## config.mk

```make
export PLATFORM = sky130hd
export DESIGN_NAME = keyboard_scancode_to_ascii_fifo_core
export DESIGN_NICKNAME = d
export VERILOG_FILES = /design/src/hdl/kbsc_pkg.sv /design/src/hdl/kbsc_ram.sv /design/src/hdl/kbsc_decode.sv /design/src/hdl/keyboard_scancode_to_ascii_fifo_core.sv
export SDC_FILE = /design/constraint.sdc
export NUM_CORES = 2
export LEC_CHECK = 0
export ABC_AREA = 1
export BUFFER_PORTS_ARGS = -buffer_cell sky130_fd_sc_hd__buf_2
export CORE_ASPECT_RATIO = 1.75
export CORE_MARGIN = 4
export CORE_UTILIZATION = 40
export CTS_CLUSTER_DIAMETER = 80
export DETAILED_ROUTE_END_ITERATION = 8
export PLACE_DENSITY_LB_ADDON = 0.2
export SYNTH_ARGS = -nofsm -noshare
export SYNTH_HDL_FRONTEND = slang
export SYNTH_SLANG_ARGS = --single-unit
```

## constraint.sdc

```tcl
create_clock -name aclk -period 7 [get_ports aclk]
set_input_delay 0.35 -clock aclk [delete_from_list [all_inputs] [get_ports aclk]]
set_output_delay 0.35 -clock aclk [all_outputs]
set_load 0.1 [all_outputs]
```

## src/hdl/kbsc_pkg.sv

```systemverilog
// Types, codes and key maps for the scan code to ASCII ring block.
// Stand-alone package; kbsc_decode and the top level import it.
package kbsc_pkg;

    // Operation carried with each input beat.
    typedef enum logic [1:0] {
        OP_SCAN  = 2'd0,
        OP_POP   = 2'd1,
        OP_CLEAR = 2'd2,
        OP_RESET = 2'd3
    } kbsc_op_t;

    // Set-1 scan code fields and special keys.
    localparam int          SC_BREAK_BIT = 7;
    localparam logic [6:0]  SC_LSHIFT    = 7'h2A;
    localparam logic [6:0]  SC_RSHIFT    = 7'h36;
    localparam logic [6:0]  SC_CTRL      = 7'h1D;
    localparam logic [6:0]  SC_ALT       = 7'h38;
    localparam logic [6:0]  MAP_LEN      = 7'd64;

    // Result of decoding one scan code against the modifier state.
    typedef struct packed {
        logic       shift_next;
        logic       ctrl_next;
        logic       push_req;
        logic [6:0] push_char;
    } kbsc_scan_t;

    function automatic logic [6:0] map_plain(input logic [5:0] code);
        logic [6:0] ch;
        ch = 7'h00;
        case (code)
            6'd1:  ch = 7'h1B;
            6'd2:  ch = 7'h31;
            6'd3:  ch = 7'h32;
            6'd4:  ch = 7'h33;
            6'd5:  ch = 7'h34;
            6'd6:  ch = 7'h35;
            6'd7:  ch = 7'h36;
            6'd8:  ch = 7'h37;
            6'd9:  ch = 7'h38;
            6'd10: ch = 7'h39;
            6'd11: ch = 7'h30;
            6'd12: ch = 7'h2D;
            6'd13: ch = 7'h3D;
            6'd14: ch = 7'h08;
            6'd15: ch = 7'h09;
            6'd16: ch = 7'h71;
            6'd17: ch = 7'h77;
            6'd18: ch = 7'h65;
            6'd19: ch = 7'h72;
            6'd20: ch = 7'h74;
            6'd21: ch = 7'h79;
            6'd22: ch = 7'h75;
            6'd23: ch = 7'h69;
            6'd24: ch = 7'h6F;
            6'd25: ch = 7'h70;
            6'd26: ch = 7'h5B;
            6'd27: ch = 7'h5D;
            6'd28: ch = 7'h0A;
            6'd30: ch = 7'h61;
            6'd31: ch = 7'h73;
            6'd32: ch = 7'h64;
            6'd33: ch = 7'h66;
            6'd34: ch = 7'h67;
            6'd35: ch = 7'h68;
            6'd36: ch = 7'h6A;
            6'd37: ch = 7'h6B;
            6'd38: ch = 7'h6C;
            6'd39: ch = 7'h3B;
            6'd40: ch = 7'h27;
            6'd41: ch = 7'h60;
            6'd43: ch = 7'h5C;
            6'd44: ch = 7'h7A;
            6'd45: ch = 7'h78;
            6'd46: ch = 7'h63;
            6'd47: ch = 7'h76;
            6'd48: ch = 7'h62;
            6'd49: ch = 7'h6E;
            6'd50: ch = 7'h6D;
            6'd51: ch = 7'h2C;
            6'd52: ch = 7'h2E;
            6'd53: ch = 7'h2F;
            6'd57: ch = 7'h20;
            default: ch = 7'h00;
        endcase
        return ch;
    endfunction

    function automatic logic [6:0] map_shift(input logic [5:0] code);
        logic [6:0] ch;
        ch = 7'h00;
        case (code)
            6'd1:  ch = 7'h1B;
            6'd2:  ch = 7'h21;
            6'd3:  ch = 7'h40;
            6'd4:  ch = 7'h23;
            6'd5:  ch = 7'h24;
            6'd6:  ch = 7'h25;
            6'd7:  ch = 7'h5E;
            6'd8:  ch = 7'h26;
            6'd9:  ch = 7'h2A;
            6'd10: ch = 7'h28;
            6'd11: ch = 7'h29;
            6'd12: ch = 7'h5F;
            6'd13: ch = 7'h2B;
            6'd14: ch = 7'h08;
            6'd15: ch = 7'h09;
            6'd16: ch = 7'h51;
            6'd17: ch = 7'h57;
            6'd18: ch = 7'h45;
            6'd19: ch = 7'h52;
            6'd20: ch = 7'h54;
            6'd21: ch = 7'h59;
            6'd22: ch = 7'h55;
            6'd23: ch = 7'h49;
            6'd24: ch = 7'h4F;
            6'd25: ch = 7'h50;
            6'd26: ch = 7'h7B;
            6'd27: ch = 7'h7D;
            6'd28: ch = 7'h0A;
            6'd30: ch = 7'h41;
            6'd31: ch = 7'h53;
            6'd32: ch = 7'h44;
            6'd33: ch = 7'h46;
            6'd34: ch = 7'h47;
            6'd35: ch = 7'h48;
            6'd36: ch = 7'h4A;
            6'd37: ch = 7'h4B;
            6'd38: ch = 7'h4C;
            6'd39: ch = 7'h3A;
            6'd40: ch = 7'h22;
            6'd41: ch = 7'h7E;
            6'd43: ch = 7'h7C;
            6'd44: ch = 7'h5A;
            6'd45: ch = 7'h58;
            6'd46: ch = 7'h43;
            6'd47: ch = 7'h56;
            6'd48: ch = 7'h42;
            6'd49: ch = 7'h4E;
            6'd50: ch = 7'h4D;
            6'd51: ch = 7'h3C;
            6'd52: ch = 7'h3E;
            6'd53: ch = 7'h3F;
            6'd57: ch = 7'h20;
            default: ch = 7'h00;
        endcase
        return ch;
    endfunction

    function automatic logic [6:0] map_ctrl(input logic [5:0] code);
        logic [6:0] ch;
        ch = 7'h00;
        case (code)
            6'd1:  ch = 7'h1B;
            6'd16: ch = 7'h11;
            6'd17: ch = 7'h17;
            6'd18: ch = 7'h05;
            6'd19: ch = 7'h12;
            6'd20: ch = 7'h14;
            6'd21: ch = 7'h19;
            6'd22: ch = 7'h15;
            6'd23: ch = 7'h09;
            6'd24: ch = 7'h0F;
            6'd25: ch = 7'h10;
            6'd28: ch = 7'h0A;
            6'd30: ch = 7'h01;
            6'd31: ch = 7'h13;
            6'd32: ch = 7'h04;
            6'd33: ch = 7'h06;
            6'd34: ch = 7'h07;
            6'd35: ch = 7'h08;
            6'd36: ch = 7'h0A;
            6'd37: ch = 7'h0B;
            6'd38: ch = 7'h0C;
            6'd44: ch = 7'h1A;
            6'd45: ch = 7'h18;
            6'd46: ch = 7'h03;
            6'd47: ch = 7'h16;
            6'd48: ch = 7'h02;
            6'd49: ch = 7'h0E;
            6'd50: ch = 7'h0D;
            default: ch = 7'h00;
        endcase
        return ch;
    endfunction

endpackage

```

## src/hdl/kbsc_ram.sv

```systemverilog
// Generic simple dual-port RAM: one write port, one read port, registered read.
// No package dependencies.
module kbsc_ram #(
    parameter int WIDTH = 8,
    parameter int DEPTH = 256
) (
    input  logic                     aclk,
    input  logic                     wr_en,
    input  logic [$clog2(DEPTH)-1:0] wr_addr,
    input  logic [WIDTH-1:0]         wr_data,
    input  logic                     rd_en,
    input  logic [$clog2(DEPTH)-1:0] rd_addr,
    output logic [WIDTH-1:0]         rd_data
);

    logic [WIDTH-1:0] mem [DEPTH];
    logic [WIDTH-1:0] rd_data_reg;

    always_ff @(posedge aclk) begin
        if (wr_en) begin
            mem[wr_addr] <= wr_data;
        end
        if (rd_en) begin
            rd_data_reg <= mem[rd_addr];
        end
    end

    assign rd_data = rd_data_reg;

endmodule

```

## src/hdl/kbsc_decode.sv

```systemverilog
// Scan code decoder: modifier tracking and key map lookup for one set-1 code.
// Depends on kbsc_pkg for the key maps and special codes.
module kbsc_decode (
    input  logic                scan_byte,
    input  logic [7:0]          scan_code,
    input  logic                shift_held,
    input  logic                ctrl_held,
    output kbsc_pkg::kbsc_scan_t res
);
    import kbsc_pkg::*;

    logic [6:0] code;
    logic       is_break;
    logic       is_shift;
    logic       is_ctrl;
    logic [6:0] ch;

    assign code     = scan_code[6:0];
    assign is_break = scan_code[SC_BREAK_BIT];
    assign is_shift = (code == SC_LSHIFT) || (code == SC_RSHIFT);
    assign is_ctrl  = (code == SC_CTRL);

    // Shift wins over ctrl when both are held.
    always_comb begin
        if (shift_held) begin
            ch = map_shift(code[5:0]);
        end else if (ctrl_held) begin
            ch = map_ctrl(code[5:0]);
        end else begin
            ch = map_plain(code[5:0]);
        end
    end

    always_comb begin
        res.shift_next = shift_held;
        res.ctrl_next  = ctrl_held;
        res.push_req   = 1'b0;
        res.push_char  = ch;
        if (scan_byte) begin
            if (is_shift) begin
                res.shift_next = !is_break;
            end else if (is_ctrl) begin
                res.ctrl_next = !is_break;
            end else if (!is_break && code != SC_ALT && code < MAP_LEN) begin
                res.push_req = (ch != 7'h00);
            end
        end
    end

endmodule

```

## src/hdl/keyboard_scancode_to_ascii_fifo_core.sv

```systemverilog
// Top level of the set-1 scan code to ASCII converter with a character ring.
// Depends on kbsc_pkg, kbsc_decode and kbsc_ram.
//
//  Channel | Direction | Payload
//  --------+-----------+------------------------------------------------------
//  s_      | in        | tuser: opcode[1:0]; tdata: scan_byte[7:0]
//  m_      | out       | tuser: read_valid; tdata: read_char[6:0],
//          |           |        fill_count[14:7], has_data[15]
//
// One result beat per input beat, one beat per cycle sustained while m_tready stays high. An input beat
// lands in an input register; in the cycle it moves on, the decoder, the ring
// pointers and the single RAM access (a write for a push, a read for a pop)
// all act at once, and at the next edge the result beat is in the output
// register, where m_tvalid rises with it.
// The RAM read port is registered, and its data feeds read_char, forced to zero on a beat that is no pop.
// Reset (aresetn low, synchronous) empties the ring and drops both modifiers;
// the ring contents are not cleared and need no clearing pass.
// When m_tready is low the output register holds, the input register fills,
// and s_tready then drops until the result beat is taken.
module keyboard_scancode_to_ascii_fifo_core #(
    parameter int DEPTH = 256
) (
    input  logic        aclk,
    input  logic        aresetn,
    // Input channel.
    input  logic        s_tvalid,
    output logic        s_tready,
    input  logic [7:0]  s_tdata,   // [7:0] scan_byte
    input  logic [1:0]  s_tuser,   // [1:0] opcode
    // Result channel.
    output logic        m_tvalid,
    input  logic        m_tready,
    output logic [15:0] m_tdata,   // [6:0] read_char, [14:7] fill_count, [15] has_data
    output logic        m_tuser    // [0] read_valid
);
    import kbsc_pkg::*;

    localparam int PTR_W      = $clog2(DEPTH);
    localparam int FILL_EXT_W = PTR_W + 8;

    // Input register stage.
    logic       a_valid_reg;
    kbsc_op_t   a_op_reg;
    logic [7:0] a_scan_reg;

    // Ring and modifier state.
    logic [PTR_W-1:0] wp_reg, wp_next;
    logic [PTR_W-1:0] rp_reg, rp_next;
    logic [PTR_W-1:0] cnt_reg, cnt_next;
    logic             shift_reg, shift_next;
    logic             ctrl_reg, ctrl_next;

    // Output register stage.
    logic       b_valid_reg;
    logic       b_pop_reg, b_pop_next;
    logic [7:0] b_fill_reg, b_fill_next;
    logic       b_has_reg, b_has_next;

    logic                  b_free;
    logic                  a_adv;
    logic                  s_acc;
    logic                  ring_full;
    logic                  ram_we;
    logic                  ram_re;
    logic [6:0]            ram_rdata;
    logic [FILL_EXT_W-1:0] cnt_ext;
    kbsc_scan_t            scan_res;

    assign b_free   = !b_valid_reg || m_tready;
    assign a_adv    = a_valid_reg && b_free;
    assign s_tready = !a_valid_reg || b_free;
    assign s_acc    = s_tvalid && s_tready;

    assign ring_full = (cnt_reg == PTR_W'(DEPTH - 1));

    kbsc_decode u_decode (
        .scan_byte (a_op_reg == OP_SCAN),
        .scan_code (a_scan_reg),
        .shift_held(shift_reg),
        .ctrl_held (ctrl_reg),
        .res       (scan_res)
    );

    // State update for the beat leaving the input register.
    always_comb begin
        wp_next    = wp_reg;
        rp_next    = rp_reg;
        cnt_next   = cnt_reg;
        shift_next = shift_reg;
        ctrl_next  = ctrl_reg;
        b_pop_next = 1'b0;
        ram_we     = 1'b0;
        ram_re     = 1'b0;
        if (a_adv) begin
            unique case (a_op_reg)
                OP_SCAN: begin
                    shift_next = scan_res.shift_next;
                    ctrl_next  = scan_res.ctrl_next;
                    if (scan_res.push_req && !ring_full) begin
                        ram_we   = 1'b1;
                        wp_next  = (wp_reg == PTR_W'(DEPTH - 1)) ? '0 : wp_reg + PTR_W'(1);
                        cnt_next = cnt_reg + PTR_W'(1);
                    end
                end
                OP_POP: begin
                    if (cnt_reg != '0) begin
                        ram_re     = 1'b1;
                        b_pop_next = 1'b1;
                        rp_next    = (rp_reg == PTR_W'(DEPTH - 1)) ? '0 : rp_reg + PTR_W'(1);
                        cnt_next   = cnt_reg - PTR_W'(1);
                    end
                end
                OP_CLEAR: begin
                    wp_next  = '0;
                    rp_next  = '0;
                    cnt_next = '0;
                end
                OP_RESET: begin
                    wp_next    = '0;
                    rp_next    = '0;
                    cnt_next   = '0;
                    shift_next = 1'b0;
                    ctrl_next  = 1'b0;
                end
                default: begin
                    wp_next = wp_reg;
                end
            endcase
        end
    end

    // The fill count on the port saturates at 255 for deep rings.
    assign cnt_ext     = FILL_EXT_W'(cnt_next);
    assign b_fill_next = (cnt_ext > FILL_EXT_W'(255)) ? 8'hFF : cnt_ext[7:0];
    assign b_has_next  = (cnt_next != '0);

    kbsc_ram #(
        .WIDTH(7),
        .DEPTH(DEPTH)
    ) u_ring (
        .aclk   (aclk),
        .wr_en  (ram_we),
        .wr_addr(wp_reg),
        .wr_data(scan_res.push_char),
        .rd_en  (ram_re),
        .rd_addr(rp_reg),
        .rd_data(ram_rdata)
    );

    always_ff @(posedge aclk) begin
        if (!aresetn) begin
            a_valid_reg <= 1'b0;
            b_valid_reg <= 1'b0;
            wp_reg      <= '0;
            rp_reg      <= '0;
            cnt_reg     <= '0;
            shift_reg   <= 1'b0;
            ctrl_reg    <= 1'b0;
        end else begin
            if (s_tready) begin
                a_valid_reg <= s_tvalid;
            end
            if (b_free) begin
                b_valid_reg <= a_valid_reg;
            end
            wp_reg    <= wp_next;
            rp_reg    <= rp_next;
            cnt_reg   <= cnt_next;
            shift_reg <= shift_next;
            ctrl_reg  <= ctrl_next;
        end
    end

    // Payload registers carry no reset.
    always_ff @(posedge aclk) begin
        if (s_acc) begin
            a_op_reg   <= kbsc_op_t'(s_tuser);
            a_scan_reg <= s_tdata;
        end
        if (a_adv) begin
            b_pop_reg  <= b_pop_next;
            b_fill_reg <= b_fill_next;
            b_has_reg  <= b_has_next;
        end
    end

    // The RAM read register only moves on a pop, which can only happen once
    // the previous result beat has left, so it holds during a stall.
    assign m_tvalid = b_valid_reg;
    assign m_tuser  = b_pop_reg;
    assign m_tdata  = {b_has_reg, b_fill_reg, (b_pop_reg ? ram_rdata : 7'h00)};

    // Checks: pointer and count consistency, count bounds, pop bookkeeping, has_data against fill_count.
    logic [PTR_W:0] rp_plus_cnt;
    logic [PTR_W:0] wp_expect;

    assign rp_plus_cnt = {1'b0, rp_reg} + {1'b0, cnt_reg};
    assign wp_expect   = (rp_plus_cnt >= (PTR_W + 1)'(DEPTH))
                       ? rp_plus_cnt - (PTR_W + 1)'(DEPTH) : rp_plus_cnt;

    a_ptr_consistent: assert property (@(posedge aclk) disable iff (!aresetn)
        {1'b0, wp_reg} == wp_expect)
        else $error("write pointer does not match read pointer plus count");

    a_cnt_bound: assert property (@(posedge aclk) disable iff (!aresetn)
        {1'b0, cnt_reg} <= (PTR_W + 1)'(DEPTH - 1))
        else $error("ring count exceeds capacity");

    a_pop_dec: assert property (@(posedge aclk) disable iff (!aresetn)
        (a_adv && a_op_reg == OP_POP && cnt_reg != '0)
        |=> (cnt_reg == $past(cnt_reg) - PTR_W'(1)) && b_pop_reg)
        else $error("successful pop did not consume one entry");

    a_has_matches_fill: assert property (@(posedge aclk) disable iff (!aresetn)
        m_tvalid |-> (m_tdata[15] == (m_tdata[14:7] != 8'h00)))
        else $error("has_data disagrees with fill_count");

endmodule
```

== After elaboration in Yosys (flattened, before gate mapping) ==
Memories as Yosys holds them, arrays and structs flattened. A register that Yosys moved wholly into a read port is not among the register bits.
Cells that the tools add are included.

* $add $sub $neg: 4
* Eq/ne operators: 15
* Reduce and logical (&&, ||, !) cells: 24
* Multiplexer cells: 32
* Order comparisons: 2

{| class="wikitable"
|+ Operators by type and width
! operator !! number
|-
| two-way mux 8 bit || 7
|-
| one-hot mux 8 bit (2 select lines) || 2
|-
| adder 8 x 1 -> 8 bit (second input constant) || 3
|-
| equality test 8 bit (second input constant) || 3
|-
| one-hot mux 8 bit (3 select lines) || 1
|-
| two-way mux 7 bit || 3
|-
| two-way mux 6 bit || 3
|-
| nonzero test 8 bit || 2
|-
| equality test 7 x 6 -> 1 bit (second input constant) || 2
|-
| two-way mux 1 bit || 12
|-
| inequality test 2 bit (second input constant) || 5
|-
| AND reduction 3 bit || 3
|-
| > comparator 8 bit (second input constant) || 1
|-
| subtractor 8 x 1 -> 8 bit (second input constant) || 1
|-
| equality test 7 x 5 -> 1 bit (second input constant) || 1
|-
| less-than comparator 7 bit (second input constant) || 1
|-
| inequality test 7 x 6 -> 1 bit (second input constant) || 1
|-
| nonzero test 7 bit || 1
|-
| nonzero test 2 bit || 3
|-
| logical AND 1 bit || 5
|-
| equality test 2 bit (second input constant) || 2
|-
| zero test 1 bit || 4
|-
| one-hot mux 1 bit (2 select lines) || 2
|-
| AND reduction 4 bit || 1
|-
| other kinds (6) || 8
|}

* Logic and storage cells: 93
* Memories kept: 4
* Memory bits (read-only): 1216
* Output and inout port bits: 19
* Input bits: 14
* Register bits: 48
* RAM bits: 1792

{| class="wikitable"
|+ Memories
! memory !! words !! bits a word !! rd ports !! clocked after Yosys merged registers in !! wr ports !! RTL line !! RTL
|-
| u_ring.mem || 256 || 7 || 1 || 1 || 1 || kbsc_ram.sv:16 || <nowiki>logic [WIDTH-1:0] mem [DEPTH];</nowiki>
|-
| (name not given) || 64 || 7 || 1 || 1 || 0 || kbsc_pkg.sv:93 || <nowiki>case (code)</nowiki>
|-
| (name not given) || 64 || 7 || 1 || 1 || 0 || kbsc_pkg.sv:32 || <nowiki>case (code)</nowiki>
|-
| (name not given) || 64 || 5 || 1 || 1 || 0 || kbsc_pkg.sv:154 || <nowiki>case (code)</nowiki>
|}

== Longest topological paths before layout ==
* Depth in word-level cells: 13
* Gate-level depth with buffers: 18
* Gate-level depth less buffers: 16

== Modules after synthesis ==
A second synthesis with hierarchy kept.

* Cell total of the unflattened synthesis: 6904
* Area total of the unflattened synthesis: 77658.2 µm²

{| class="wikitable"
|+ By module, submodules not included
! module !! instances !! cells each !! sequential area each (µm²) !! area each (µm²)
|-
| kbsc_ram || 1 || 6218 || 54021.8 || 73339.1
|-
| keyboard_scancode_to_ascii_fifo_core || 1 || 346 || 1161.1 || 2722.6
|-
| kbsc_decode || 1 || 340 || 0.0 || 1596.5
|}

== Worst setup path before layout ==
No wires, ideal clock.

* Path type: reg2reg
* Start: register ctrl_reg
* End: memory u_ring.mem[38][0] (enable)
* Arrival: 5.069 ns
* Library setup time: 0.360 ns
* Data required time: 6.640 ns
* Period minus slack after synthesis: 5.429 ns
* Cell stages (with the launch flop): 12
* Buffers on the path: 2
* Setup slack: 1.571 ns
* Cell sequence: dfxtp_1 nor2_1 nand2_1 nand2_1 nor2_1 nand2_1 nand4_4 inv_2 buf_6 nand4_4 buf_4 nor2_1

{| class="wikitable"
|+ RTL lines
! item !! RTL line !! RTL
|-
| start: declaration || keyboard_scancode_to_ascii_fifo_core.sv:51 || <nowiki>logic ctrl_reg, ctrl_next;</nowiki>
|-
| start signal: assignment || keyboard_scancode_to_ascii_fifo_core.sv:170 || <nowiki>ctrl_reg <= ctrl_next;</nowiki>
|-
| end: declaration || kbsc_ram.sv:16 ||
|}

==> impl_metrics.tcl <==
set metrics [dict create \
    dr_total_vias 49981 \
    fillCellCount 17323 \
    clock.fmax_mhz 202 \
    drive_above_1_share 0.0654 \
    placement.setup.worst_slack_ps 2040 \
    dp_cells 8399 \
    io_pins 33 \
    timing.critical_path.slowest_cell_delay_ps 890 \
    post-route-drc-count 0 \
    cellLeakagePower_nw 27.2 \
    worstPathRequired_ps 7420 \
    clock_sinks 1866 \
    clock_latency_ps 810 \
    ant_nets 0 \
    max_reg_flops 1792 \
    drt_first_iter_violations 4593 \
    criticalPathCategory "reg2reg" \
    postCtsSetupRepairBufs 0 \
    grt_max_degree 215 \
    cpLargestDelayFamily "simple AND/OR/NAND/NOR gates" \
    clk_path_buf_depth 4 \
    core_area_mm2 0.191 \
    totalWireLength_mm 224 \
    cp_num_buf_inv 1 \
    routedWlPerCell_um 25.7 \
    multiInputGateArea_mm2 0.0187 \
    min_tclk_post_route_ps 4950 \
    crit_path_cell_trace "nor2_1 -> nand2_1 -> nand2_4 -> nor2_1 -> nand2_1 -> nand4_4 -> buf_4 -> nor3_2 -> nand2_1 -> nor2_1" \
    postSynthRegisterBits 1866 \
    worst_setup_hold_path_clk_slew_ps 70 \
    worst_slack_ps 2050 \
    worst-endpoint-arrival_ps 5370 \
    tritoncts_clock_tree "done" \
    setup_viol 0 \
    final_cells 8713 \
    synth_warnings 0 \
    largest-register "u_ring.mem" \
    num-nets-final 6163 \
    postSynthAreaPerCell_um2 12.2 \
    post_synth_num_cell_types 45 \
    area_delta_synth_final_pct 9.97 \
    fin_worst_hold_slack_ps 181 \
    worst_setup_path_start_kind "register" \
    gp_routability_congestion 0.877 \
    crit_path_top_delay_cell "sky130_fd_sc_hd__nor3_2" \
    clock_tree.htree_level_count 4 \
    floorplan.initialDensity 0.402 \
    min_path_type "in2reg" \
    crit_fanout 47 \
    clockRootBuffer "sky130_fd_sc_hd__clkbuf_16" \
    finalCritPeriodShare 0.707 \
    synth.largest_area_cell "sky130_fd_sc_hd__edfxtp_1" \
    grt_pass1_wl_mm 326 \
    rsz0062_at_grt "no" \
    detailedRoute.firstPassIterationCount 5 \
    postSynthNetCount 6312 \
    io_buffer_count 32 \
    hold_viol_final 0 \
    type_of_element_capturing_the_critical_path "register" \
    totalNegativeSetupSlack_ps 0 \
    ff_latch_area_mm2 0.0556 \
    pwr_density_cell_mw_per_mm2 284 \
    synth_top_cells_by_area "sky130_fd_sc_hd__edfxtp_1, sky130_fd_sc_hd__nor2_1, sky130_fd_sc_hd__o21ai_0" \
    worst_slew_pin_slew_ps 1310 \
    rows 212 \
    slew-limit-headroom 0.118 \
    irDropWorstVdd_mv 0.238 \
    post_drt_via_cell_ratio 5.74 \
    netlist_area_mm2 0.0767 \
    gr-usage-all-layers 0.217 \
    synthCells 6272 \
    run_status "finished, final reports clean" \
    drv.max_cap_violation_count 0 \
    die_y_um 587 \
    detailedPlacementHpwl_mm 132 \
    yosysSeqAreaShare 0.724 \
    clock_skew_ps 39.8 \
    slew_violations 0 \
    cts-buffers-inserted 171 \
    die_area_mm2 0.199 \
    die-width_um 339 \
    globalRouteOverflowTotal 0 \
    synth.top_cell.area_share 0.712 \
    grt_pass1_vias 49106 \
    grt_antenna_before_repair 2 \
]
-- repair_timing --
item | 4_1_cts | 5_1_grt
hold buffers | 12 | 0
gates resized for setup | 0 | 0
endpoints found under the hold margin | 20 | 0
setup endpoints to repair | 0 | 0
-- cell type report --
class                   instances  area share
repair buffers                128      0.0135
multi-input cells            3826       0.222
diodes                          2   0.0000593
flip-flops and latches       1866       0.659
well taps                    2461      0.0365
clock inverters                95      0.0104
clock buffers                 205      0.0527
inverters                     130     0.00661
-- synthesized netlist by cell type (all sizes together) --
library cell,n
edfxtp,1819
nor2,1346
o21ai,883
nand2,523
nand3,384
clkbuf,245
o211ai,215
buf,205
o221ai,193
inv,127
a21oi,104
nor3,56
dfxtp,47
ha,26
o31ai,25
nand4,20
o22ai,14
xor2,10
a31oi,9
or2,6
a211oi,5
clkinv,3
a32oi,2
a21boi,1
a221oi,1
a22oi,1
o311ai,1
xnor2,1
-- cell families (layout without fill, tap and decap cells) --
kind of cell	count (synthesis)	count (layout)	synth area share
flip-flops	1866	1866	0.724
AND/OR/NAND/NOR	2335	2335	0.124
adder cells (fa/ha/maj)	26	26	0.00424
other	0	2	0
AO/OA/AOI/OAI	1454	1454	0.113
buffers and inverters	580	558	0.0332
XOR/XNOR	11	11	0.00126
-- through the flow --
step | area (um^2) | power [mW] | util
2_1_floorplan | 76700 | 14.3 | -
3_3_place_gp | 78900 | 15.1 | 0.414
3_5_place_dp | 78900 | 15.1 | 0.414
4_1_cts | 84400 | 24.1 | 0.442
5_1_grt | 84400 | 24.7 | 0.442
6_report | 84400 | 24.0 | 0.442
-- where the power goes --
part	internal, mW	switching [mW]	total (mW)
Sequential	12.8	0.0340	12.8
Clock	5.09	4.02	9.12
Combinational	0.357	1.68	2.04
Total	18.2	5.74	24.0
-- metal layers --
| layer | global-route usage | up-vias | wire length, um |
|---|---|---|---|
| li1 | - | 22612 | - |
| met1 | 0.258 | 25188 | 84100 |
| met2 | 0.397 | 1713 | 117000 |
| met3 | 0.0199 | 468 | 10500 |
| met4 | 0.104 | 0 | 12000 |
| met5 | 0 | - | 0 |
-- worst min-delay path: stages --
cell and delay, ps:
sky130_fd_sc_hd__buf_2 80, sky130_fd_sc_hd__nand2_1 270, sky130_fd_sc_hd__a21oi_1 210
-- cell usage in the layout, fill, tap and decap left out, drive strengths merged, types with 5 or more instances in the layout --
master,netlist,layout
clkinv,3,66
inv,127,135
a211oi,5,5
or2,6,6
buf,205,116
nand2,523,523
clkinvlp,0,9
nand4,20,20
bufinv,0,15
dfxtp,47,47
o31ai,25,25
nor2,1346,1346
clkbuf,245,205
a21oi,104,104
o211ai,215,215
xor2,10,10
nand3,384,384
o21ai,883,883
edfxtp,1819,1819
a31oi,9,9
nor3,56,56
dlygate4sd3,0,12
ha,26,26
o221ai,193,193
o22ai,14,14
-- worst paths after layout --
| path | from | to | slack (ps) | cells past startpoint |
|---|---|---|---|---|
| setup / recovery | ctrl_reg$_SDFFE_PN0P_ | u_ring.mem[87][5]$_DFFE_PP_ | 2050 | 10 |
| hold / removal | s_tvalid | a_valid_reg$_SDFFE_PN0N_ | 180 | 3 |
| setup reg to reg | ctrl_reg$_SDFFE_PN0P_ | u_ring.mem[87][5]$_DFFE_PP_ | 2050 | 10 |
| hold reg to reg | m_tvalid$_SDFFE_PN0P_ | m_tvalid$_SDFFE_PN0P_ | 510 | 2 |
(Power assumes the default switching activity.)
